[config.mk]
export PLATFORM = sky130hd
export DESIGN_NAME = gpio_register_block_with_pin_irqs_core
export DESIGN_NICKNAME = d
export VERILOG_FILES = /design/src/sv/gpiorb_pkg.sv /design/src/sv/gpiorb_sampler.sv /design/src/sv/gpio_register_block_with_pin_irqs_core.sv
export SDC_FILE = /design/constraint.sdc
export NUM_CORES = 2
export LEC_CHECK = 0
export ABC_AREA = 1
export BUFFER_PORTS_ARGS = -buffer_cell sky130_fd_sc_hd__buf_2
export CAP_MARGIN = 20
export CORE_MARGIN = 8
export CORE_UTILIZATION = 40
export DETAILED_ROUTE_END_ITERATION = 6
export GPL_TIMING_DRIVEN = 1
export SYNTH_ARGS = -nofsm -noshare
export SYNTH_HDL_FRONTEND = slang
export SYNTH_SLANG_ARGS = --single-unit
[constraint.sdc]
create_clock -name clk -period 5.6 [get_ports clk]
set_input_delay 0.56 -clock clk [delete_from_list [all_inputs] [get_ports clk]]
set_output_delay 0.56 -clock clk [all_outputs]
set_load 0.005 [all_outputs]
[src/sv/gpiorb_pkg.sv]
// Package for the GPIO register block: function codes, register offsets,
// stream field widths and the struct handed to the input sampler.
// No dependencies.
`default_nettype none

package gpiorb_pkg;

  localparam int unsigned WordW = 32;

  // item kinds carried on s_tuser
  typedef enum logic [2:0] {
    FUNC_READ     = 3'd0,
    FUNC_WRITE    = 3'd1,
    FUNC_PIN      = 3'd2,
    FUNC_BE_MASK  = 3'd3,
    FUNC_BE_LEVEL = 3'd4
  } func_t;

  // register word offsets
  localparam logic [4:0] RegIntrState  = 5'd0;
  localparam logic [4:0] RegIntrEnable = 5'd1;
  localparam logic [4:0] RegIntrTest   = 5'd2;
  localparam logic [4:0] RegAlertTest  = 5'd3;
  localparam logic [4:0] RegDataIn     = 5'd4;
  localparam logic [4:0] RegDirectOut  = 5'd5;
  localparam logic [4:0] RegMaskOutLo  = 5'd6;
  localparam logic [4:0] RegMaskOutHi  = 5'd7;
  localparam logic [4:0] RegDirectOe   = 5'd8;
  localparam logic [4:0] RegMaskOeLo   = 5'd9;
  localparam logic [4:0] RegMaskOeHi   = 5'd10;
  localparam logic [4:0] RegRiseEn     = 5'd11;
  localparam logic [4:0] RegFallEn     = 5'd12;
  localparam logic [4:0] RegHighEn     = 5'd13;
  localparam logic [4:0] RegLowEn      = 5'd14;
  localparam logic [4:0] RegFilterEn   = 5'd15;

  // configuration register indexes
  localparam logic [1:0] CfgInvert    = 2'd0;
  localparam logic [1:0] CfgOpenDrain = 2'd1;
  localparam logic [1:0] CfgPullEn    = 2'd2;
  localparam logic [1:0] CfgPullUp    = 2'd3;

  localparam int unsigned InDataW  = 80;
  localparam int unsigned OutDataW = 136;

  localparam logic [WordW-1:0] HalfHi = 32'hFFFF_0000;

  // everything the sampler looks at; prev_sample and pending are from before the beat, the rest after it
  typedef struct packed {
    logic [WordW-1:0] prev_sample;
    logic [WordW-1:0] pending;
    logic [WordW-1:0] out_val;
    logic [WordW-1:0] out_en;
    logic [WordW-1:0] line_lvl;
    logic [WordW-1:0] line_rel;
    logic [WordW-1:0] line_conn;
    logic [WordW-1:0] be_lvl;
    logic [WordW-1:0] be_ign;
    logic [WordW-1:0] rise_en;
    logic [WordW-1:0] fall_en;
    logic [WordW-1:0] high_en;
    logic [WordW-1:0] low_en;
    logic [WordW-1:0] invert;
    logic [WordW-1:0] pull_en;
    logic [WordW-1:0] pull_up;
  } samp_in_t;

  typedef struct packed {
    logic [WordW-1:0] sample;
    logic [WordW-1:0] pending;
  } samp_out_t;

endpackage

`default_nettype wire

[src/sv/gpiorb_sampler.sv]
// Input sampler: picks line, backend or pull level per pin, applies inversion
// and loopback, and folds edge and level conditions into the pending bits.
// Depends on gpiorb_pkg.
`default_nettype none

module gpiorb_sampler #(
  parameter int unsigned PIN_COUNT = 32
) (
  input  wire gpiorb_pkg::samp_in_t si,
  output gpiorb_pkg::samp_out_t     so
);
  import gpiorb_pkg::*;

  localparam logic [WordW-1:0] PinMask = 32'hFFFF_FFFF >> (WordW - PIN_COUNT);

  logic [WordW-1:0] not_oe;
  logic [WordW-1:0] line_sel;
  logic [WordW-1:0] back_sel;
  logic [WordW-1:0] pull_pick;
  logic [WordW-1:0] raw;
  logic [WordW-1:0] smp;
  logic [WordW-1:0] change;

  always_comb begin
    not_oe    = ~si.out_en;
    line_sel  = si.line_conn & ~si.line_rel & not_oe;
    back_sel  = ~si.line_conn & ~si.be_ign & not_oe;
    pull_pick = si.line_conn & si.line_rel & si.be_ign & not_oe;
    raw       = (si.line_lvl & line_sel) | (si.be_lvl & back_sel) |
                (si.pull_en & si.pull_up & pull_pick);
    // driven outputs loop back after inversion
    smp       = ((raw ^ si.invert) | (si.out_val & si.out_en)) & PinMask;
    change    = si.prev_sample ^ smp;
    so.sample  = smp;
    so.pending = (si.pending | (si.low_en & ~smp) | (si.high_en & smp) |
                  (si.rise_en & change & smp) | (si.fall_en & change & ~smp)) & PinMask;
  end

endmodule

`default_nettype wire

[src/sv/gpio_register_block_with_pin_irqs_core.sv]
// GPIO register block top level: stream in/out, configuration port, pin state
// registers, bus register decode and the output register.
// Depends on gpiorb_pkg and gpiorb_sampler.
//
//   channel | dir | handshake              | payload
//   s       | in  | s_tvalid / s_tready    | s_tuser func, s_tdata rest of item
//   m       | out | m_tvalid / m_tready    | m_tdata result
//   cfg     | in  | cfg_we                 | cfg_index, cfg_data
//
// One item per cycle unless the result register is held: every beat is decoded,
// applied to the pin state and registered into the result stage in the cycle it is
// accepted. The single result register holds a beat while m_tready is low;
// s_tready stays high as long as that register is empty or being drained.
// rst is synchronous and clears pin state, configuration and m_tvalid to zero; m_tdata is not reset.
`default_nettype none

module gpio_register_block_with_pin_irqs_core #(
  parameter int unsigned PIN_COUNT = 32
) (
  input  wire logic                           clk,
  input  wire logic                           rst,
  input  wire logic                           s_tvalid,
  output logic                                s_tready,
  // [4:0] reg_index, [36:5] write_data, [41:37] pin_index, [42] pin_level,
  // [43] pin_release, [75:44] backend_word, [79:76] zero
  input  wire logic [gpiorb_pkg::InDataW-1:0] s_tdata,
  // [2:0] func
  input  wire logic [2:0]                     s_tuser,
  output logic                                m_tvalid,
  input  wire logic                           m_tready,
  // [31:0] read_data, [63:32] irq_lines, [95:64] pad_drive_value,
  // [127:96] pad_drive_enable, [128] alert_out, [135:129] zero
  output logic [gpiorb_pkg::OutDataW-1:0]     m_tdata,
  input  wire logic                           cfg_we,
  input  wire logic [1:0]                     cfg_index,
  input  wire logic [gpiorb_pkg::WordW-1:0]   cfg_data
);
  import gpiorb_pkg::*;

  localparam logic [WordW-1:0] PinMask = 32'hFFFF_FFFF >> (WordW - PIN_COUNT);
  localparam logic [5:0]       PinLim  = 6'(PIN_COUNT);

  // configuration
  logic [WordW-1:0] invert_mask, open_drain_mask, pull_enable_mask, pull_up_mask;

  // pin state
  logic [WordW-1:0] irq_pending, irq_enable, sampled_input;
  logic [WordW-1:0] output_value, output_enable;
  logic [WordW-1:0] rise_en, fall_en, high_en, low_en, filter_enable;
  logic [WordW-1:0] line_level, line_released, line_connected;
  logic [WordW-1:0] backend_level, backend_ignore;
  logic             alert_level;

  logic [WordW-1:0] irq_pending_next, irq_enable_next, sampled_input_next;
  logic [WordW-1:0] output_value_next, output_enable_next;
  logic [WordW-1:0] rise_en_next, fall_en_next, high_en_next, low_en_next;
  logic [WordW-1:0] filter_enable_next;
  logic [WordW-1:0] line_level_next, line_released_next, line_connected_next;
  logic [WordW-1:0] backend_level_next, backend_ignore_next;
  logic             alert_level_next;

  // pending bits after bus writes, before any resample
  logic [WordW-1:0] irq_pending_wr;

  // unpacked item
  logic [2:0]       func;
  logic [4:0]       reg_index;
  logic [WordW-1:0] write_data;
  logic [4:0]       pin_index;
  logic             pin_level;
  logic             pin_release;
  logic [WordW-1:0] backend_word;

  logic             accept;
  logic             resample;
  logic [WordW-1:0] wd_pin;
  logic [WordW-1:0] pin_bit;
  logic [WordW-1:0] m_lo, m_hi;
  logic [WordW-1:0] read_data;
  logic [WordW-1:0] pad_val, pad_oen;
  samp_in_t         si;
  samp_out_t        so;

  assign func         = s_tuser;
  assign reg_index    = s_tdata[4:0];
  assign write_data   = s_tdata[36:5];
  assign pin_index    = s_tdata[41:37];
  assign pin_level    = s_tdata[42];
  assign pin_release  = s_tdata[43];
  assign backend_word = s_tdata[75:44];

  assign s_tready = !m_tvalid || m_tready;
  assign accept   = s_tvalid && s_tready;

  // bus read decode, from state before the beat
  always_comb begin
    unique case (reg_index)
      RegIntrState:  read_data = irq_pending;
      RegIntrEnable: read_data = irq_enable;
      RegDataIn:     read_data = sampled_input;
      RegDirectOut:  read_data = output_value;
      RegMaskOutLo:  read_data = {16'd0, output_value[15:0]};
      RegMaskOutHi:  read_data = {16'd0, output_value[31:16]};
      RegDirectOe:   read_data = output_enable;
      RegMaskOeLo:   read_data = {16'd0, output_enable[15:0]};
      RegMaskOeHi:   read_data = {16'd0, output_enable[31:16]};
      RegRiseEn:     read_data = rise_en;
      RegFallEn:     read_data = fall_en;
      RegHighEn:     read_data = high_en;
      RegLowEn:      read_data = low_en;
      RegFilterEn:   read_data = filter_enable;
      default:       read_data = '0;
    endcase
  end

  // apply the beat to the state
  always_comb begin
    irq_pending_wr      = irq_pending;
    irq_enable_next     = irq_enable;
    output_value_next   = output_value;
    output_enable_next  = output_enable;
    rise_en_next        = rise_en;
    fall_en_next        = fall_en;
    high_en_next        = high_en;
    low_en_next         = low_en;
    filter_enable_next  = filter_enable;
    line_level_next     = line_level;
    line_released_next  = line_released;
    line_connected_next = line_connected;
    backend_level_next  = backend_level;
    backend_ignore_next = backend_ignore;
    alert_level_next    = alert_level;
    resample            = 1'b0;

    wd_pin  = write_data & PinMask;
    pin_bit = WordW'(1) << pin_index;
    // masked halves: upper 16 bits of the word select, lower 16 bits carry data
    m_lo    = {16'd0, write_data[31:16]};
    m_hi    = write_data & HalfHi;

    case (func)
      FUNC_WRITE: begin
        unique case (reg_index)
          RegIntrState:  irq_pending_wr = irq_pending & ~write_data;
          RegIntrEnable: irq_enable_next = wd_pin;
          RegIntrTest:   irq_pending_wr = irq_pending | wd_pin;
          RegAlertTest:  alert_level_next = write_data[0];
          RegDirectOut: begin
            output_value_next = wd_pin;
            resample = 1'b1;
          end
          RegMaskOutLo: begin
            output_value_next = ((output_value & ~m_lo) | (write_data & m_lo)) & PinMask;
            resample = 1'b1;
          end
          RegMaskOutHi: begin
            output_value_next = ((output_value & ~m_hi) | ((write_data << 16) & m_hi))
                                & PinMask;
            resample = 1'b1;
          end
          RegDirectOe: begin
            output_enable_next = wd_pin;
            resample = 1'b1;
          end
          RegMaskOeLo: begin
            output_enable_next = ((output_enable & ~m_lo) | (write_data & m_lo)) & PinMask;
            resample = 1'b1;
          end
          RegMaskOeHi: begin
            output_enable_next = ((output_enable & ~m_hi) | ((write_data << 16) & m_hi))
                                 & PinMask;
            resample = 1'b1;
          end
          RegRiseEn:     rise_en_next = wd_pin;
          RegFallEn:     fall_en_next = wd_pin;
          RegHighEn: begin
            high_en_next = wd_pin;
            resample = 1'b1;
          end
          RegLowEn: begin
            low_en_next = wd_pin;
            resample = 1'b1;
          end
          RegFilterEn:   filter_enable_next = wd_pin;
          default: ;
        endcase
      end
      FUNC_PIN: begin
        // drop events for pins beyond the configured count
        if ({1'b0, pin_index} < PinLim) begin
          line_connected_next = line_connected | pin_bit;
          if (pin_release) begin
            line_released_next = line_released | pin_bit;
          end else begin
            line_level_next    = pin_level ? (line_level | pin_bit) : (line_level & ~pin_bit);
            line_released_next = line_released & ~pin_bit;
          end
          resample = 1'b1;
        end
      end
      FUNC_BE_MASK: begin
        backend_ignore_next = backend_word & PinMask;
        resample = 1'b1;
      end
      FUNC_BE_LEVEL: begin
        backend_level_next = backend_word & PinMask;
        resample = 1'b1;
      end
      default: ;
    endcase
  end

  // take the new sample and pending bits when the beat resamples
  always_comb begin
    sampled_input_next = sampled_input;
    irq_pending_next   = irq_pending_wr;
    if (resample) begin
      sampled_input_next = so.sample;
      irq_pending_next   = so.pending;
    end
  end

  always_comb begin
    si.prev_sample = sampled_input;
    si.pending     = irq_pending;
    si.out_val     = output_value_next;
    si.out_en      = output_enable_next;
    si.line_lvl    = line_level_next;
    si.line_rel    = line_released_next;
    si.line_conn   = line_connected_next;
    si.be_lvl      = backend_level_next;
    si.be_ign      = backend_ignore_next;
    si.rise_en     = rise_en_next;
    si.fall_en     = fall_en_next;
    si.high_en     = high_en_next;
    si.low_en      = low_en_next;
    si.invert      = invert_mask;
    si.pull_en     = pull_enable_mask;
    si.pull_up     = pull_up_mask;
  end

  gpiorb_sampler #(
    .PIN_COUNT(PIN_COUNT)
  ) u_sampler (
    .si(si),
    .so(so)
  );

  // pad drive after the beat; open-drain pins release when driving high
  always_comb begin
    pad_oen = output_enable_next &
              ~(open_drain_mask & (output_value_next ^ invert_mask)) & PinMask;
    pad_val = (output_value_next ^ invert_mask) & pad_oen;
  end

  always_ff @(posedge clk) begin
    if (rst) begin
      invert_mask      <= '0;
      open_drain_mask  <= '0;
      pull_enable_mask <= '0;
      pull_up_mask     <= '0;
    end else if (cfg_we) begin
      unique case (cfg_index)
        CfgInvert:    invert_mask      <= cfg_data & PinMask;
        CfgOpenDrain: open_drain_mask  <= cfg_data & PinMask;
        CfgPullEn:    pull_enable_mask <= cfg_data & PinMask;
        CfgPullUp:    pull_up_mask     <= cfg_data & PinMask;
        default: ;
      endcase
    end
  end

  always_ff @(posedge clk) begin
    if (rst) begin
      irq_pending    <= '0;
      irq_enable     <= '0;
      sampled_input  <= '0;
      output_value   <= '0;
      output_enable  <= '0;
      rise_en        <= '0;
      fall_en        <= '0;
      high_en        <= '0;
      low_en         <= '0;
      filter_enable  <= '0;
      line_level     <= '0;
      line_released  <= '0;
      line_connected <= '0;
      backend_level  <= '0;
      backend_ignore <= '0;
      alert_level    <= 1'b0;
    end else if (accept) begin
      irq_pending    <= irq_pending_next;
      irq_enable     <= irq_enable_next;
      sampled_input  <= sampled_input_next;
      output_value   <= output_value_next;
      output_enable  <= output_enable_next;
      rise_en        <= rise_en_next;
      fall_en        <= fall_en_next;
      high_en        <= high_en_next;
      low_en         <= low_en_next;
      filter_enable  <= filter_enable_next;
      line_level     <= line_level_next;
      line_released  <= line_released_next;
      line_connected <= line_connected_next;
      backend_level  <= backend_level_next;
      backend_ignore <= backend_ignore_next;
      alert_level    <= alert_level_next;
    end
  end

  // result stage: hold the beat until taken
  always_ff @(posedge clk) begin
    if (rst) begin
      m_tvalid <= 1'b0;
    end else if (accept) begin
      m_tvalid <= 1'b1;
    end else if (m_tready) begin
      m_tvalid <= 1'b0;
    end
  end

  always_ff @(posedge clk) begin
    if (accept) begin
      m_tdata <= {7'd0,
                  alert_level_next,
                  pad_oen,
                  pad_val,
                  irq_pending_next & irq_enable_next,
                  (func == FUNC_READ) ? read_data : {WordW{1'b0}}};
    end
  end

endmodule

`default_nettype wire

==> results.ini <==
[run_status]
status=finished clean

[final_layout]
area_growth_pct=14.02
nNetsFinal=6056
final_common_cell=nand2_1
layout_common_cells=nand2_1 (1256), inv_1 (986), o21ai_0 (742), dfxtp_1 (610), a21oi_1 (571)
drive_gt1_share_pct=8.926
stdcell_area_um2=44600

[detailed_routing]
drt-initial-drc-count=5214
avgViaCountPerCell=5.519
drtPass1Iterations=6
routed_wl_um=160900
drc=0
antenna_left=0
wire_per_inst_um=22.05
num_vias=40280

[critical_path]
worstReg2RegStart=m_tvalid
worstSetupStartpoint=s_tdata[0]
end_kind=flop
crit_fanout=37
rr_worst_depth=8
reg2reg_slack_ns=2.39
cp-start-kind=input port
r2r-end=backend_level[2]
critPathKind=in -> reg
arrival_ns=4.01
critPathRequiredTime_ns=6.04

[sta]
maxSlewViolCount=0
rsz0062_at_grt=no
tns_ns=0
hold_violations=0
slew_headroom_pct=23.03
worstMarginPinSlew_ns=1.153
timing.final.crit_period_ns=3.564
fmax_ghz=0.2806
hold_slack_ns=0.1695
finalSetupViolCount=0
period_share_pct=63.65
finalClockSkew_ns=0.04537

[cts]
clock_tree.root_cell=clkbuf_16
post-cts-setup-buffer-count=0
clockBufferDepth=3
clkLatencyLatePin_ns=0.69
cts-resized-gates=0
cts_htree_levels=3
clk_pin_slew_ns=0.06
cts.sinks=739
cts_buffers=85
tritoncts=done
hold_buffers=0

[global_route]
grt-busiest-layer=met2
grt_max_degree=216
grt_util_met2_pct=42.06
grt_overflow=0
met3_usage_pct=7.108
grt_util_met1_pct=37.39
grt_use_total_pct=28.44
grt_first_pass_wirelength_um=232200
grt_pass1_vias=35740
antenna_found_initial=25

[pwr]
max-vdd-ir-drop_mv=0.2266
p_per_area_nw_per_um2=316.3
clkPwrFrac_pct=43.6
leakage_uw=0.02136
comb_power_share_pct=14.2
p_int_uw=10040
p_sw_share_pct=28.81
pwr-share-seq_pct=42.2
p_switching_uw=4063

[floorplan]
ioPinCount=260
rows=114
die_area_um2=108000
die_h_um=328.7
coreArea_um2=96850
die_w_um=328.7
start_util_pct=40.39

[min_path]
hold_depth=3
holdCritStartpoint=cfg_data[6]
holdCritPathClass=in -> reg
whs_endpoint=open_drain_mask[6]

[placement]
dpl_cell_area_um2=41500
io_buffers=248
routabilityCongestion=0.9717
dpl.hpwl_um=108200

[synthesis]
ys_types=48
syn_area_per_cell_um2=6.694
netlist_area_um2=39110
synth.yosys.seq_area_share_pct=41.12
synthCells=5843
ys_warn_count=0
ys_seq_elements=739

[run]
drv_cap=0

## sequential cells by signal, summed over array words and instances (netlist names), 32 cells and up
name and count:
irq_pending 32, filter_enable 32, output_enable 32, invert_mask 32, high_en 32, low_en 32, line_level 32, line_released 32
line_connected 32, output_value 32, irq_enable 32, pull_up_mask 32, rise_en 32, open_drain_mask 32, pull_enable_mask 32, backend_ignore 32
m_tdata 129, fall_en 32, backend_level 32, sampled_input 32
## final cells by class
class | count | area (um2)
fillers | 9858 | 52250
multi-input cells | 3762 | 18000
flip-flops and latches | 739 | 16090
inverters | 1005 | 3792
clock buffers | 106 | 2371
repair buffers | 341 | 2037
well taps | 1276 | 1597
clock inverters | 52 | 673.1
diodes | 17 | 42.54
## kinds of logic (layout without fill, tap and decap cells)
family / count (synthesis) / in the layout / share of synthesized area, %
mux: 1 / 1 / 0.02879
other cells: 1 / 24 / 0.009587
buf+inv: 1348 / 1504 / 13.12
compound gates: 1730 / 1730 / 24.57
xor+xnor: 32 / 32 / 0.7166
flops: 739 / 739 / 41.12
simple gates: 1992 / 1992 / 20.42
## power groups by stage
stage	clock network, uW	registers [uW]	logic (uW)
after floorplan	0	6020	1240
after global placement	0	6050	1920
after detailed placement	0	6060	1950
after CTS	6210	5950	1960
after global routing	6420	5980	2210
final	6150	5950	2010
## Yosys cell counts, drive strengths merged
| cell type | number | share of area [%] |
|---|---|---|
| nand2 | 1267 | 12 |
| o41ai | 4 | 0.090 |
| a41oi | 9 | 0.20 |
| o211ai | 97 | 1.9 |
| edfxtp | 129 | 9.9 |
| o31ai | 3 | 0.058 |
| a21boi | 1 | 0.019 |
| nand4 | 30 | 0.48 |
| buf | 70 | 0.86 |
| o221ai | 7 | 0.16 |
| a221oi | 43 | 0.96 |
| o21a | 5 | 0.096 |
| dfxtp | 610 | 31 |
| a21o | 33 | 0.63 |
| clkinv | 7 | 0.067 |
| a21oi | 572 | 7.3 |
| xor2 | 32 | 0.72 |
| nor2 | 427 | 4.2 |
| or2 | 4 | 0.064 |
| o22ai | 54 | 0.86 |
| o21ai | 773 | 9.9 |
| a211oi | 29 | 0.56 |
| clkbuf | 273 | 2.6 |
| a22oi | 12 | 0.23 |
| o21bai | 31 | 0.59 |
| nand3 | 244 | 3.2 |
| nor3 | 17 | 0.27 |
| mux2 | 1 | 0.029 |
| inv | 998 | 9.6 |
| a31oi | 40 | 0.64 |
| nor4 | 1 | 0.016 |
| nand3b | 2 | 0.038 |
| conb | 1 | 0.0096 |
| o2111ai | 17 | 0.38 |
## critical path, cell delays in order
cell and delay (ns):
buf_2 0.14, nor2_2 0.54, nand3_1 0.45, inv_1 0.19, nand2_2 0.59, buf_4 0.53, nor2_1 0.14, a21oi_1 0.08
o21bai_1 0.15, nand3_1 0.10, nand3_1 0.10, nand2_1 0.08, nor2_1 0.33
## metal layers
metal	up-vias	wire length, um
met3	442	18700
met2	2212	66950
met4	14	10390
met5	-	88
met1	18380	64830
li1	19230	-
## how the worst max path moves through the flow
stage	to	slack (ns)	depth (start not counted)
detailed placement	m_tdata[60]	1.60	19
finish	m_tdata[50]	2.04	13
global placement	m_tdata[60]	1.63	19
global route	m_tdata[47]	2.02	13
floorplan	m_tdata[0]	0.12	6
CTS	m_tdata[60]	2.29	19
## metrics by stage
step | utilization (%) | total power [uW] | instances | setup slack, ns
5_1_grt | 46.01 | 14620 | 7284 | 2.021
2_1_floorplan | - | 7260 | 5849 | 0.1162
3_3_place_gp | 42.85 | 7977 | 7122 | 1.630
4_1_cts | 46.00 | 14120 | 7280 | 2.293
6_report | 46.05 | 14100 | 7298 | 2.036
3_5_place_dp | 42.85 | 8009 | 7122 | 1.601
(Power assumes the default switching activity.)
